**config.mk**
```make
export PLATFORM = sky130hd
export DESIGN_NAME = modbus_tcp_holding_register_server_core
export DESIGN_NICKNAME = d
export VERILOG_FILES = /design/src/design/mbhr_pkg.sv /design/src/design/mbhr_ram.sv /design/src/design/modbus_tcp_holding_register_server_core.sv
export SDC_FILE = /design/constraint.sdc
export NUM_CORES = 2
export LEC_CHECK = 0
export BUFFER_PORTS_ARGS = -buffer_cell sky130_fd_sc_hd__buf_2
export CORE_UTILIZATION = 63
export CTS_BUF_LIST = sky130_fd_sc_hd__clkbuf_16
export DETAILED_ROUTE_END_ITERATION = 10
export PLACE_DENSITY_LB_ADDON = 0.05
export REMOVE_ABC_BUFFERS = 1
export SYNTH_ARGS = -nofsm -noshare
export SYNTH_HDL_FRONTEND = slang
export SYNTH_HIERARCHICAL = 1
export SYNTH_SLANG_ARGS = --single-unit
```
**constraint.sdc**
```tcl
create_clock -name clk_i -period 7.9 [get_ports clk_i]
set_clock_uncertainty 0.15 [all_clocks]
set_input_delay 1.185 -clock clk_i [delete_from_list [all_inputs] [get_ports clk_i]]
set_output_delay 1.185 -clock clk_i [all_outputs]
set_load 0.02 [all_outputs]
```
**src/design/mbhr_pkg.sv**
```systemverilog
// shared types and constants of the modbus holding register server
package mbhr_pkg;
  localparam int unsigned RegWords = 64;
  localparam int unsigned FrameBytes = 256;
  localparam int unsigned MaxRead = 27;
  localparam int unsigned RegAw = $clog2(RegWords);
  localparam int unsigned FrameAw = $clog2(FrameBytes);
  localparam int unsigned CntW = FrameAw + 1;
  localparam int unsigned CfgIdxW = 3;
  localparam int unsigned CfgDataW = 16;

  localparam logic [CfgIdxW-1:0] CfgPool0Base = 3'd0;
  localparam logic [CfgIdxW-1:0] CfgPool0Size = 3'd1;
  localparam logic [CfgIdxW-1:0] CfgPool0Ro = 3'd2;
  localparam logic [CfgIdxW-1:0] CfgPool1Base = 3'd3;
  localparam logic [CfgIdxW-1:0] CfgPool1Size = 3'd4;
  localparam logic [CfgIdxW-1:0] CfgPool1Ro = 3'd5;

  localparam logic [7:0] FnRead = 8'd3;
  localparam logic [7:0] FnWrSingle = 8'd6;
  localparam logic [7:0] FnWrMulti = 8'd16;
  localparam logic [7:0] ExcFlag = 8'h80;
  localparam logic [7:0] ExcAddr = 8'h02;

  typedef struct packed {
    logic [7:0] frame_byte;
    logic       frame_end;
  } req_t;

  typedef struct packed {
    logic [7:0] reply_byte;
    logic       reply_end;
  } rsp_t;
endpackage

```
**src/design/mbhr_ram.sv**
```systemverilog
// generic single port ram with registered read
module mbhr_ram #(
  parameter int unsigned Width = 8,
  parameter int unsigned Depth = 256
) (
  input  logic                     clk_i,
  input  logic                     we_i,
  input  logic [$clog2(Depth)-1:0] addr_i,
  input  logic [Width-1:0]         wdata_i,
  output logic [Width-1:0]         rdata_o
);
  logic [Width-1:0] mem_q [Depth];

  always_ff @(posedge clk_i) begin
    if (we_i) begin
      mem_q[addr_i] <= wdata_i;
    end
    rdata_o <= mem_q[addr_i];
  end
endmodule

```
**src/design/modbus_tcp_holding_register_server_core.sv**
```systemverilog
// top level of the modbus tcp holding register server
//
//  channel | signals                          | direction
//  req     | req_valid_i, req_stall_o, req_i  | in, one request byte per transaction
//  rsp     | rsp_valid_o, rsp_stall_i, rsp_o  | out, one response byte per transaction
//  cfg     | cfg_we_i, cfg_idx_i, cfg_data_i  | in, pool register write
//
// request bytes are taken one per cycle into the frame ram while req_stall_o is low
// after the last byte the first min(count, 12) bytes are read back, one per cycle,
// then the request is decided in StDecide; a single write passes StWrRd and StWrDo
// once, a multiple write once per byte; response header bytes leave one per cycle
// while rsp_stall_i is low; read words pass StRdWait, StRdHi, StRdLo; after reset
// the holding ram is cleared, one word per cycle, no requests taken meanwhile;
// response bytes wait in one output register while rsp_stall_i is high
module modbus_tcp_holding_register_server_core (
  input  logic                         clk_i,
  input  logic                         rst_ni,
  input  logic                         req_valid_i,
  output logic                         req_stall_o,
  input  mbhr_pkg::req_t               req_i,
  output logic                         rsp_valid_o,
  input  logic                         rsp_stall_i,
  output mbhr_pkg::rsp_t               rsp_o,
  input  logic                         cfg_we_i,
  input  logic [mbhr_pkg::CfgIdxW-1:0] cfg_idx_i,
  input  logic [mbhr_pkg::CfgDataW-1:0] cfg_data_i
);
  typedef enum logic [3:0] {
    StClear, StRecv, StHdr, StDecide, StWrRd, StWrDo, StOut, StRdWait, StRdHi, StRdLo
  } state_e;

  state_e state_q;

  // configuration
  logic [15:0] base_q [2];
  logic [6:0]  size_q [2];
  logic        ro_q [2];

  always_ff @(posedge clk_i or negedge rst_ni) begin
    if (!rst_ni) begin
      base_q[0] <= '0; base_q[1] <= '0;
      size_q[0] <= '0; size_q[1] <= '0;
      ro_q[0] <= 1'b0; ro_q[1] <= 1'b0;
    end else if (cfg_we_i) begin
      unique case (cfg_idx_i)
        mbhr_pkg::CfgPool0Base: base_q[0] <= cfg_data_i;
        mbhr_pkg::CfgPool0Size: size_q[0] <= cfg_data_i[6:0];
        mbhr_pkg::CfgPool0Ro:   ro_q[0] <= cfg_data_i[0];
        mbhr_pkg::CfgPool1Base: base_q[1] <= cfg_data_i;
        mbhr_pkg::CfgPool1Size: size_q[1] <= cfg_data_i[6:0];
        mbhr_pkg::CfgPool1Ro:   ro_q[1] <= cfg_data_i[0];
        default: ;
      endcase
    end
  end

  // frame ram
  logic                          f_we;
  logic [mbhr_pkg::FrameAw-1:0]  f_addr;
  logic [7:0]                    f_rdata;
  // holding ram
  logic                          h_we;
  logic [mbhr_pkg::RegAw-1:0]    h_addr;
  logic [15:0]                   h_wdata, h_rdata;

  mbhr_ram #(.Width(8), .Depth(mbhr_pkg::FrameBytes)) u_frame (
    .clk_i, .we_i(f_we), .addr_i(f_addr), .wdata_i(req_i.frame_byte), .rdata_o(f_rdata)
  );
  mbhr_ram #(.Width(16), .Depth(mbhr_pkg::RegWords)) u_hold (
    .clk_i, .we_i(h_we), .addr_i(h_addr), .wdata_i(h_wdata), .rdata_o(h_rdata)
  );

  logic [mbhr_pkg::CntW-1:0]    cnt_q;      // frame byte count, saturating
  logic [mbhr_pkg::CntW-1:0]    rp_q;       // frame read pointer (address issued)
  logic [3:0]                   hp_q;       // header byte index of data in f_rdata
  logic                         hv_q;       // f_rdata holds a header byte
  logic [7:0]                   hdr_q [12];
  logic [7:0]                   wh_q;       // write data high byte
  logic [16:0]                  left_q;     // words left to move
  logic [16:0]                  widx_q;     // store word index, may pass RegWords
  logic [mbhr_pkg::RegAw-1:0]   clr_q;
  logic [3:0]                   op_q;       // output byte index in header part
  logic [3:0]                   olen_q;     // header part length
  logic                         kind_rd_q, kind_err_q;
  logic [15:0]                  rword_q;

  logic acc_in, acc_out, out_full;
  assign acc_in  = req_valid_i && !req_stall_o;
  assign acc_out = rsp_valid_o && !rsp_stall_i;
  assign out_full = rsp_valid_o && rsp_stall_i;
  assign req_stall_o = (state_q != StRecv);

  // pool decision on the captured header
  logic [7:0]  fn;
  logic [16:0] a17, n17;
  logic        m_rd [2];
  logic        m_wr [2];
  logic [17:0] wlen;       // bytes a write multiple frame needs
  assign fn  = hdr_q[7];
  assign a17 = {1'b0, hdr_q[8], hdr_q[9]};
  assign n17 = (fn == mbhr_pkg::FnWrSingle) ? 17'd1 : {1'b0, hdr_q[10], hdr_q[11]};
  always_comb begin
    for (int p = 0; p < 2; p++) begin
      m_rd[p] = (a17 >= {1'b0, base_q[p]}) &&
                ({1'b0, a17} + {1'b0, n17} <= {1'b0, base_q[p]} + 18'(size_q[p]));
      m_wr[p] = m_rd[p] && !ro_q[p];
    end
  end
  assign wlen = 18'd13 + {1'b0, n17[15:0], 1'b0};

  logic widx_ok;
  assign widx_ok = (widx_q < 17'(mbhr_pkg::RegWords));

  always_comb begin
    f_we = acc_in && (cnt_q < mbhr_pkg::CntW'(mbhr_pkg::FrameBytes));
    f_addr = f_we ? cnt_q[mbhr_pkg::FrameAw-1:0] : rp_q[mbhr_pkg::FrameAw-1:0];
    h_we = 1'b0;
    h_addr = widx_q[mbhr_pkg::RegAw-1:0];
    h_wdata = {wh_q, f_rdata};
    if (state_q == StClear) begin
      h_we = 1'b1;
      h_addr = clr_q;
      h_wdata = '0;
    end else if (state_q == StWrDo) begin
      h_we = widx_ok && hp_q[0];
    end
  end

  // header byte of the response at position op_q
  logic [7:0]  ob;
  logic [16:0] rl;
  assign rl = 17'd3 + {n17[15:0], 1'b0};
  always_comb begin
    ob = hdr_q[op_q];
    if (kind_err_q) begin
      unique case (op_q)
        4'd4: ob = 8'h00;
        4'd5: ob = 8'h03;
        4'd7: ob = hdr_q[7] | mbhr_pkg::ExcFlag;
        4'd8: ob = mbhr_pkg::ExcAddr;
        default: ;
      endcase
    end else if (kind_rd_q) begin
      unique case (op_q)
        4'd4: ob = rl[15:8];
        4'd5: ob = rl[7:0];
        4'd8: ob = {n17[6:0], 1'b0};
        default: ;
      endcase
    end else begin
      unique case (op_q)
        4'd4: ob = 8'h00;
        4'd5: ob = 8'h06;
        default: ;
      endcase
    end
  end

  logic [7:0] hdr_cnt_clip;
  assign hdr_cnt_clip = (cnt_q < 9'd12) ? 8'(cnt_q) : 8'd12;

  always_ff @(posedge clk_i or negedge rst_ni) begin
    if (!rst_ni) begin
      state_q <= StClear;
      clr_q <= '0;
      cnt_q <= '0;
      rp_q <= '0;
      hp_q <= '0;
      hv_q <= 1'b0;
      for (int i = 0; i < 12; i++) hdr_q[i] <= '0;
      wh_q <= '0;
      rword_q <= '0;
      rsp_valid_o <= 1'b0;
      rsp_o <= '0;
      kind_rd_q <= 1'b0;
      kind_err_q <= 1'b0;
      op_q <= '0;
      olen_q <= '0;
      left_q <= '0;
      widx_q <= '0;
    end else begin
      if (acc_out) rsp_valid_o <= 1'b0;
      unique case (state_q)
        StClear: begin
          clr_q <= clr_q + 1'b1;
          if (clr_q == mbhr_pkg::RegAw'(mbhr_pkg::RegWords - 1)) state_q <= StRecv;
        end
        StRecv: begin
          if (acc_in) begin
            if (cnt_q < mbhr_pkg::CntW'(mbhr_pkg::FrameBytes)) cnt_q <= cnt_q + 1'b1;
            if (req_i.frame_end) begin
              state_q <= StHdr;
              rp_q <= '0;
              hp_q <= '0;
              hv_q <= 1'b0;
              for (int i = 0; i < 12; i++) hdr_q[i] <= '0;
            end
          end
        end
        StHdr: begin
          // address rp_q issued this cycle, data arrives next cycle
          if (hv_q) begin
            hdr_q[hp_q] <= f_rdata;
            hp_q <= hp_q + 4'd1;
          end
          if (rp_q < 9'(hdr_cnt_clip)) begin
            rp_q <= rp_q + 1'b1;
            hv_q <= 1'b1;
          end else begin
            hv_q <= 1'b0;
            if (!hv_q) state_q <= StDecide;
          end
        end
        StDecide: begin
          kind_rd_q <= 1'b0;
          kind_err_q <= 1'b0;
          op_q <= '0;
          if (cnt_q < 9'd8 || !(fn == mbhr_pkg::FnRead || fn == mbhr_pkg::FnWrSingle ||
              fn == mbhr_pkg::FnWrMulti)) begin
            cnt_q <= '0;
            state_q <= StRecv;
          end else if (cnt_q < 9'd12) begin
            kind_err_q <= 1'b1; olen_q <= 4'd9; state_q <= StOut;
          end else if (fn == mbhr_pkg::FnRead) begin
            olen_q <= 4'd9;
            left_q <= n17;
            if (n17 > 17'(mbhr_pkg::MaxRead) || !(m_rd[0] || m_rd[1])) begin
              kind_err_q <= 1'b1;
            end else begin
              kind_rd_q <= 1'b1;
              widx_q <= m_rd[0] ? a17 - {1'b0, base_q[0]}
                                : 17'(size_q[0]) + a17 - {1'b0, base_q[1]};
            end
            state_q <= StOut;
          end else if (fn == mbhr_pkg::FnWrMulti && {9'd0, cnt_q} < wlen) begin
            kind_err_q <= 1'b1; olen_q <= 4'd9; state_q <= StOut;
          end else if (!(m_wr[0] || m_wr[1])) begin
            kind_err_q <= 1'b1; olen_q <= 4'd9; state_q <= StOut;
          end else begin
            olen_q <= 4'd12;
            widx_q <= m_wr[0] ? a17 - {1'b0, base_q[0]}
                              : 17'(size_q[0]) + a17 - {1'b0, base_q[1]};
            if (fn == mbhr_pkg::FnWrSingle) begin
              // single write: high byte from the header, low byte re-read from byte 11
              wh_q <= hdr_q[10];
              left_q <= 17'd0;
              hp_q <= 4'd1;
              rp_q <= 9'd11;
              state_q <= StWrRd;
            end else begin
              left_q <= n17;
              rp_q <= 9'd13;
              hp_q <= 4'd0;
              state_q <= StWrRd;
            end
          end
        end
        StWrRd: begin
          // issue read of rp_q; data next cycle in StWrDo
          if (fn == mbhr_pkg::FnWrSingle) begin
            state_q <= StWrDo;
          end else if (left_q == 17'd0) begin
            state_q <= StOut;
          end else begin
            rp_q <= rp_q + 1'b1;
            state_q <= StWrDo;
          end
        end
        StWrDo: begin
          if (fn == mbhr_pkg::FnWrSingle) begin
            state_q <= StOut;
          end else if (!hp_q[0]) begin
            wh_q <= f_rdata;
            hp_q <= 4'd1;
            state_q <= StWrRd;
          end else begin
            hp_q <= 4'd0;
            widx_q <= widx_q + 17'd1;
            left_q <= left_q - 17'd1;
            state_q <= StWrRd;
          end
        end
        StOut: begin
          if (!out_full) begin
            rsp_valid_o <= 1'b1;
            rsp_o.reply_byte <= ob;
            rsp_o.reply_end <= (op_q == olen_q - 4'd1) && !(kind_rd_q && left_q != 17'd0);
            op_q <= op_q + 4'd1;
            if (op_q == olen_q - 4'd1) begin
              if (kind_rd_q && left_q != 17'd0) begin
                state_q <= StRdWait;
              end else begin
                cnt_q <= '0;
                state_q <= StRecv;
              end
            end
          end
        end
        StRdWait: begin
          state_q <= StRdHi;
        end
        StRdHi: begin
          if (!out_full) begin
            rword_q <= widx_ok ? h_rdata : 16'd0;
            rsp_valid_o <= 1'b1;
            rsp_o.reply_byte <= widx_ok ? h_rdata[15:8] : 8'd0;
            rsp_o.reply_end <= 1'b0;
            state_q <= StRdLo;
          end
        end
        StRdLo: begin
          if (!out_full) begin
            rsp_valid_o <= 1'b1;
            rsp_o.reply_byte <= rword_q[7:0];
            rsp_o.reply_end <= (left_q == 17'd1);
            left_q <= left_q - 17'd1;
            widx_q <= widx_q + 17'd1;
            if (left_q == 17'd1) begin
              cnt_q <= '0;
              state_q <= StRecv;
            end else begin
              state_q <= StRdWait;
            end
          end
        end
        default: state_q <= StClear;
      endcase
    end
  end

  // no store write while bytes are being received
  assert property (@(posedge clk_i) disable iff (!rst_ni) f_we |-> !h_we)
    else $error("store write during receive");
  // response only leaves while serving
  assert property (@(posedge clk_i) disable iff (!rst_ni)
    $rose(rsp_valid_o) |-> $past(state_q) != StRecv)
    else $error("response while receiving");
  // count never exceeds the frame buffer
  assert property (@(posedge clk_i) disable iff (!rst_ni)
    cnt_q <= mbhr_pkg::CntW'(mbhr_pkg::FrameBytes))
    else $error("frame count overflow");
endmodule
```
==> metrics.cfg <==
[critical_path]
setup.worst_path.class=reg -> reg
r2r_start=fn[5]$_DFFE_PN0P_
r2r-end=wh_q[2]$_DFFE_PN0P_
reg2reg_slack_ns=0.62
crit_fanout=13
critPathArrivalTime_ns=7.91
startpoint_type=flop
ff2ff_path_depth=26
crit_required_ns=8.54
end_kind=flop

[floorplanning]
die_y_um=467.7
coreArea_um2=215000
die_area_um2=218700
initial_core_util=0.6354
rows=170
die_width_um=467.7
num_io_pins=44

[run_status]
status=complete, no violations

[power_and_ir_drop]
p_leak_nw=48.71
total_power_w=0.04848
vdd_drop_max_mv=0.2840
powerDensity_nw_per_um2=320.5

[placement]
dp_cells=10658
place_area_um2=140600
dpl.hpwl_um=218800
portBuffers=43
gp_congestion=0.9295

[grt]
use_met3=0.05659
use_met1=0.4783
grt_first_pass_wirelength_um=522700
grt_pass1_vias=75967
busiest_layer=met2
grt_use_total=0.3301
met2_usage=0.5092
grt_max_degree=167
grt_antenna_before_repair=7
grt_overflow=0

[timing]
period_share=0.9210
period_minus_slack_ns=7.276
tns_ns=0
setup_violations=0
tightest_slew_ns=1.345
hold_slack_ns=0.1264
finalHoldViolations=0
max-slew-margin-rel=0.09617
clock.fmax_mhz=137.4
rsz0062_at_grt=no
drv_slew=0

[clocking]
root_buffer=clkbuf_16
clock_sinks=3342
cts_tree=built
cts_setup_buffers=0
numCtsBuffers=345
htree_num_levels=5
hold_buffers=0
clkLatencyLatePin_ns=0.96
clockBufferDepth=4
clkTransAtPathRegs_ns=0.07

[logic_synthesis]
synth_cell_types=104
synth_top_area_frac=0.6752
syn_area_um2=136600
synth_most_common_cell=edfxtp_1
yosys-top-cells-count=3072 x edfxtp_1, 542 x mux4_2, 525 x nor2_1
yosys-top-cells-area=edfxtp_1 68%, mux4_2 8.9%, dfrtp_1 4.5%
yosysTopAreaCell=edfxtp_1
yosysWarningCount=6
syn_area_per_cell_um2=17.06
synth_seq_cells=3342
asyncSetResetFlopFracSynth=0.07361
synth_ff_type=edfxtp_1
synthCells=8008
ys_seq_area_frac=0.7237
synth-edff-count=3072

[cells_and_area]
final_area_um2=151200
fin_nets=8346
drive_gt1_frac=0.1708
nFillCells=13475
final_cells=11259
syn2layout_area_growth_pct=10.70

[detailed_routing]
drtIter0Drc=10506
dr.pass1.iters=6
vias=78086
wl_per_cell_um=31.85
viasPerCell=6.935
drcViolationCount=0
ant_nets=0
routed_wl_um=358600

[hold_path]
min-delay-path-class=in -> async

[run]
drv_cap=0

layer usage:
metal	vias up	wire, um
met4	6	15150
met5	-	32
met1	40296	140000
li1	32660	-
met2	4338	169200
met3	786	34270
worst max-delay path, cell delays in order, from the launching register on:
cell	delay [ns]
dfrtp_1	0.44
nor4_4	0.36
buf_4	0.25
nand3_1	0.39
and2_1	0.37
ha_1	0.40
nand2_1	0.12
o32a_4	0.40
nor4_4	0.39
nor2_1	0.19
nor2_1	0.12
o21ai_0	0.08
a21boi_0	0.18
o21ai_0	0.10
nand2b_1	0.11
a21o_1	0.12
a21o_1	0.14
ha_1	0.15
nand4_1	0.16
nor4_1	0.33
o21ai_0	0.13
nor4bb_1	0.42
a211oi_2	0.16
o21ai_2	0.36
o21ai_2	0.09
or3_1	0.66
mux2_4	0.39
per-stage QoR:
| step | util | setup slack [ns] |
|---|---|---|
| 4_1_cts | 0.7032 | 0.4512 |
| 3_3_place_gp | 0.6540 | 0.5076 |
| 5_1_grt | 0.7033 | 0.02564 |
| 6_report | 0.7033 | 0.6238 |
| 3_5_place_dp | 0.6540 | 0.4626 |
| 2_1_floorplan | - | -19.56 |
worst max-delay path by stage:
stage	slack, ns	from	depth (start not counted)	endpoint
floorplan	-19.56	req_valid_i	8	u_frame/mem_q[133][0]$_DFFE_PP_
global placement	0.51	fn[5]$_DFFE_PN0P_	26	widx_q[0]$_DFFE_PN0P_
detailed placement	0.46	fn[5]$_DFFE_PN0P_	26	widx_q[1]$_DFFE_PN0P_
CTS	0.45	fn[5]$_DFFE_PN0P_	26	widx_q[0]$_DFFE_PN0P_
global route	0.03	fn[5]$_DFFE_PN0P_	29	widx_q[11]$_DFFE_PN0P_
finish	0.62	fn[5]$_DFFE_PN0P_	26	wh_q[2]$_DFFE_PN0P_
placed cells by master, fill, tap and decap left out, types with 34 or more instances in the layout:
cell / Yosys / layout
a31oi_1: 48 / 48
nand4_1: 40 / 40
o22ai_1: 65 / 65
ha_1: 132 / 132
clkinv_2: 0 / 49
clkbuf_16: 0 / 352
nand2_1: 431 / 426
mux2_2: 48 / 48
edfxtp_1: 3072 / 3072
xnor2_1: 73 / 73
a22oi_1: 465 / 465
o41ai_1: 35 / 35
dfrtp_1: 246 / 246
mux4_2: 542 / 542
buf_4: 36 / 245
clkinv_1: 2 / 91
mux2i_1: 177 / 177
a22o_1: 41 / 41
inv_1: 115 / 177
a21oi_1: 298 / 298
buf_2: 104 / 34
nor3_1: 88 / 86
o21ai_0: 289 / 289
nand3_1: 73 / 73
nor2_1: 525 / 519
a221oi_1: 109 / 109
kinds of logic after synthesis:
group,count (synthesis),share of synthesized area
xor+xnor,98,0.006383
flops,3342,0.7237
simple gates,1381,0.04531
compound gates,1648,0.08273
fa+ha+maj,148,0.01429
mux,776,0.1072
other cells,1,0.00002745
buf+inv,614,0.02029
state kept, by name, summed over array words and instances, names as in the netlist, 6 cells and up:
signal and count:
a17 16, base_q 32, clr_q 6, cnt_q 9, fn 8, hdr_q 72
left_q 17, rp_q 9, rsp_o 9, rword_q 8, size_q 14, u_frame/mem_q 2048
u_frame/rdata_o 8, u_hold/mem_q 1024, u_hold/rdata_o 16, wh_q 8, widx_q 17
report_power, final:
| group | leakage, nW | internal (W) | switching, W |
|---|---|---|---|
| sequential | 30.4 | 0.0201 | 0.000294 |
| clock | 5.43 | 0.00890 | 0.00652 |
| combinational | 12.8 | 0.00486 | 0.00781 |
| total | 48.7 | 0.0339 | 0.0146 |
layout make-up:
class	instances	area, um^2	share of cell area
multi-input cells	4055	35290	0.2333
inverters	118	442.9	0.002929
diodes	4	10.01	0.00006618
well taps	2838	3551	0.02348
repair buffers	305	2476	0.01637
clock inverters	245	1782	0.01178
flip-flops and latches	3342	98880	0.6538
clock buffers	352	8808	0.05824
timing repair:
| item | 4_1_cts | 5_1_grt |
|---|---|---|
| setup endpoints to repair | 0 | 25 |
| hold endpoints to repair | 0 | 0 |
| resized for setup | 0 | 3 |
No activity file was read; power rests on OpenSTA's default activity.
